File: src/trc_pkg.sv
// ----------------------------------------------------------------------------
// trc_pkg
// Types, codes and sizes shared by the threshold rule checker.
// ----------------------------------------------------------------------------
`default_nettype none

package trc_pkg;

  localparam int RULE_COUNT = 32;
  localparam int RULE_IDX_W = $clog2(RULE_COUNT);

  localparam logic [1:0] OP_WRITE_CHECK = 2'd0;
  localparam logic [1:0] OP_READ_CHECK  = 2'd1;
  localparam logic [1:0] OP_LOAD_RULE   = 2'd2;
  localparam logic [1:0] OP_READ_COUNT  = 2'd3;

  localparam logic [2:0] CMP_LT = 3'd1;
  localparam logic [2:0] CMP_LE = 3'd2;
  localparam logic [2:0] CMP_EQ = 3'd3;
  localparam logic [2:0] CMP_GT = 3'd4;
  localparam logic [2:0] CMP_GE = 3'd5;
  localparam logic [2:0] CMP_NE = 3'd6;

  localparam logic KIND_EVENT    = 1'b0;
  localparam logic KIND_READBACK = 1'b1;

  typedef struct packed {
    logic [1:0]         opcode;
    logic [4:0]         rule_index;
    logic [31:0]        caller_pid;
    logic [31:0]        file_handle;
    logic signed [63:0] byte_count;
    logic [63:0]        now_ns;
    logic               new_active;
    logic [2:0]         new_compare;
    logic signed [63:0] new_threshold;
    logic [31:0]        new_handle_filter;
  } in_item_t;

  typedef struct packed {
    logic               result_kind;
    logic [31:0]        event_pid;
    logic [4:0]         event_rule;
    logic signed [63:0] event_observed;
    logic signed [63:0] event_threshold;
    logic [63:0]        event_time;
    logic [63:0]        read_checks;
    logic [63:0]        read_violations;
    logic               last_result;
  } out_item_t;

  typedef struct packed {
    logic               active;
    logic [2:0]         compare;
    logic signed [63:0] threshold;
    logic [31:0]        handle;
  } rule_t;

  typedef struct packed {
    logic                  en;
    logic [RULE_IDX_W-1:0] addr;
    rule_t                 rule;
  } rule_wr_t;

  typedef struct packed {
    logic inc_check;
    logic inc_viol;
  } cnt_upd_t;

endpackage

`default_nettype wire

File: src/trc_compare_unit.sv
// ----------------------------------------------------------------------------
// trc_compare_unit
// Shared signed comparator: tests observed value against a rule threshold.
// ----------------------------------------------------------------------------
`default_nettype none

module trc_compare_unit (
  input  wire logic [2:0]         code,
  input  wire logic signed [63:0] value,
  input  wire logic signed [63:0] threshold,
  output logic                    pass
);

  logic lt;
  logic eq;

  assign lt = value < threshold;
  assign eq = value == threshold;

  always_comb begin
    unique case (code)
      trc_pkg::CMP_LT: pass = lt;
      trc_pkg::CMP_LE: pass = lt | eq;
      trc_pkg::CMP_EQ: pass = eq;
      trc_pkg::CMP_GT: pass = !(lt | eq);
      trc_pkg::CMP_GE: pass = !lt;
      trc_pkg::CMP_NE: pass = !eq;
      default:         pass = 1'b1;
    endcase
  end

endmodule

`default_nettype wire

File: config.mk
export PLATFORM = sky130hd
export DESIGN_NAME = trc_compare_unit
export DESIGN_NICKNAME = d
export VERILOG_FILES = /design/src/trc_pkg.sv /design/src/trc_compare_unit.sv
export SDC_FILE = /design/constraint.sdc
export NUM_CORES = 1
export LEC_CHECK = 0
export BUFFER_PORTS_ARGS = -buffer_cell sky130_fd_sc_hd__buf_2
export CAP_MARGIN = 15
export CORE_ASPECT_RATIO = 0.5
export CORE_MARGIN = 2
export CORE_UTILIZATION = 39
export DETAILED_ROUTE_END_ITERATION = 6
export MAX_ROUTING_LAYER = met4
export PLACE_DENSITY = 0.77
export SYNTH_ARGS = -nofsm -noshare
export SYNTH_HDL_FRONTEND = slang
export SYNTH_SLANG_ARGS = --single-unit
File: constraint.sdc
create_clock -name vclk -period 2.4
set_clock_uncertainty 0.15 [all_clocks]
set_input_delay 0.24 -clock vclk [all_inputs]
set_output_delay 0.24 -clock vclk [all_outputs]
set_load 0.05 [all_outputs]
==> impl_metrics.json <==
{
  "syn_avg_cell_area_um2": 6.978,
  "fin_crit_sh_pct": 115.7,
  "fillers": 408,
  "synth_nets": 448,
  "num_antenna_cells": 0,
  "grt_use_total_pct": 18.85,
  "fin_crit_ns": 2.777,
  "violations": "setup timing",
  "dp_slack_ns": -0.5498,
  "fp.dieArea_um2": 5114,
  "path_max_fanout": 4,
  "synth_area_um2": 1765,
  "drtIter0Drc": 44,
  "drt_first_pass_iters": 4,
  "placed_area_um2": 2674,
  "place_inst": 458,
  "grt_pass1_wl_mm": 8.038,
  "final_cell_area_um2": 2761,
  "critical_path_class": "in2out",
  "power_per_cell_area_nw_per_um2": 158.5,
  "die_x_um": 99.15,
  "p_leak_uw": 0.001720,
  "synth.distinct_cells": 32,
  "irDropWorstVdd_mv": 0.07433,
  "grt_max_degree": 8,
  "cp-start-kind": "primary input",
  "viasPerCell": 4.883,
  "seq_cells": 0,
  "slew_violations": 0,
  "yosysWarnings": 0,
  "area_growth_pct": 56.41,
  "dp_hpwl_mm": 4.576,
  "synth_area_leader_cell": "ha_1",
  "worst_pin_slew_ns": 0.3089,
  "ios": 132,
  "final_cell_count_no_fill": 461,
  "ys_seq_area_share_pct": 0,
  "synth_top_area_share_pct": 45.36,
  "numPortBuffers": 132,
  "maxCapViolations": 0,
  "std_cell_rows": 17,
  "grt_pass1_vias": 2094,
  "synthCells": 253,
  "fin_ws_ns": -0.3765,
  "hold_violations": 0,
  "total_power_uw": 437.8,
  "status": "finished with violations",
  "die_h_um": 51.58,
  "vias": 2251,
  "synthTopCellsByArea": "ha_1, inv_1, a21oi_1",
  "drc": 0,
  "antenna_found_initial": 0,
  "crit_required_ns": 2.01,
  "rsz0062_at_grt": "true",
  "fp.coreArea_um2": 4382,
  "holdWs_ns": 0.9131,
  "setup_violations": 1,
  "drive_gt1_share_pct": 42.08,
  "seqCellArea_um2": 0,
  "slew_headroom_pct": 79.25,
  "cp-startpoint": "value[63]",
  "finalNetCount": 601,
  "n_clock_buffer": 0,
  "gp_congestion": 0.8525,
  "fmax_ghz": 0.3602,
  "arrival_ns": 2.39,
  "ant_nets": 0,
  "routed_wl_mm": 4.915,
  "crit_end": "pass",
  "start_util_pct": 40.29,
  "grt-ovfl-total": 0,
  "crit_path_end_kind": "primary output",
  "wl_per_cell_um": 10.66,
  "hold_class": "in2out"
}
==> cell type report <==
type               count  area [um2]  share of cell area (%)
inverters             69       259.0                   9.379
well taps             57       71.32                   2.583
multi-input cells    183        1610                   58.31
repair buffers       152       820.8                   29.72
==> placed cells by master, fill, tap and decap left out, types with 2 or more instances in the layout <==
cell	count
buf_2	131
ha_4	5
a21o_1	5
o211ai_1	2
nand2_1	15
a21oi_2	2
nand4_1	14
ha_1	59
a21oi_1	29
nor3b_1	2
nor4_4	2
inv_1	67
inv_2	2
buf_4	20
nand3_1	8
nor3_1	5
o21ai_0	9
nor2_1	5
==> stage by stage <==
step	setup TNS, ns	util [%]
2_1_floorplan	-0.1625	-
3_3_place_gp	-0.4687	61.02
3_5_place_dp	-0.5498	61.02
4_1_cts	-0.3842	62.28
5_1_grt	-0.5017	63.02
6_report	-0.3765	63.02
==> cells in the mapped netlist, types with 2 or more instances <==
cell type / n
nand4_1: 14
o21ai_0: 10
nor3b_1: 2
nand2_1: 15
ha_1: 64
a21oi_1: 31
nor2_1: 6
inv_1: 69
o211ai_1: 2
nand3_1: 9
nor4_1: 2
a21o_1: 5
nor3_1: 5
==> where the power goes <==
| group | total (uW) | internal, uW | switching (uW) |
|---|---|---|---|
| clock network | 0 | 0 | 0 |
| logic | 438 | 231 | 206 |
| registers | 0 | 0 | 0 |
==> how the worst min path moves through the flow <==
stage	endpoint	startpoint	depth (start not counted)
floorplan	pass	code[0]	4
global placement	pass	code[0]	6
detailed placement	pass	code[0]	6
CTS	pass	code[0]	5
global route	pass	code[0]	5
finish	pass	code[0]	5
==> cell families after synthesis <==
group	Yosys count	share of synthesized area, %
buf+inv	70	15.31
simple gates	61	19.70
compound gates	58	19.63
fa+ha+maj	64	45.36
==> worst max-delay path: stages <==
cell and delay (ns):
buf_2 0.10, ha_1 0.36, nand4_4 0.16, nor4_4 0.32
nand3_2 0.13, nor3_2 0.15, a211oi_2 0.12, and3_1 0.16
or3_4 0.39, nor2_4 0.10, buf_8 0.15
==> per-layer routing <==
metal | vias to the layer above | routed length (um) | GRT usage, %
li1 | 1190 | - | -
met1 | 1002 | 2111 | 22.35
met2 | 57 | 2525 | 37.61
met3 | 2 | 259 | 0.8065
met4 | 0 | 19 | 1.598
met5 | - | 0 | -
==> repair_timing <==
item | CTS | global route
pin swaps | 5 | 5
endpoints found under the setup margin | 1 | 1
gates resized for setup | 8 | 3
hold buffers | 0 | 0
endpoints found under the hold margin | 0 | 0
setup buffers | 2 | 1
(Power assumes the default switching activity.)
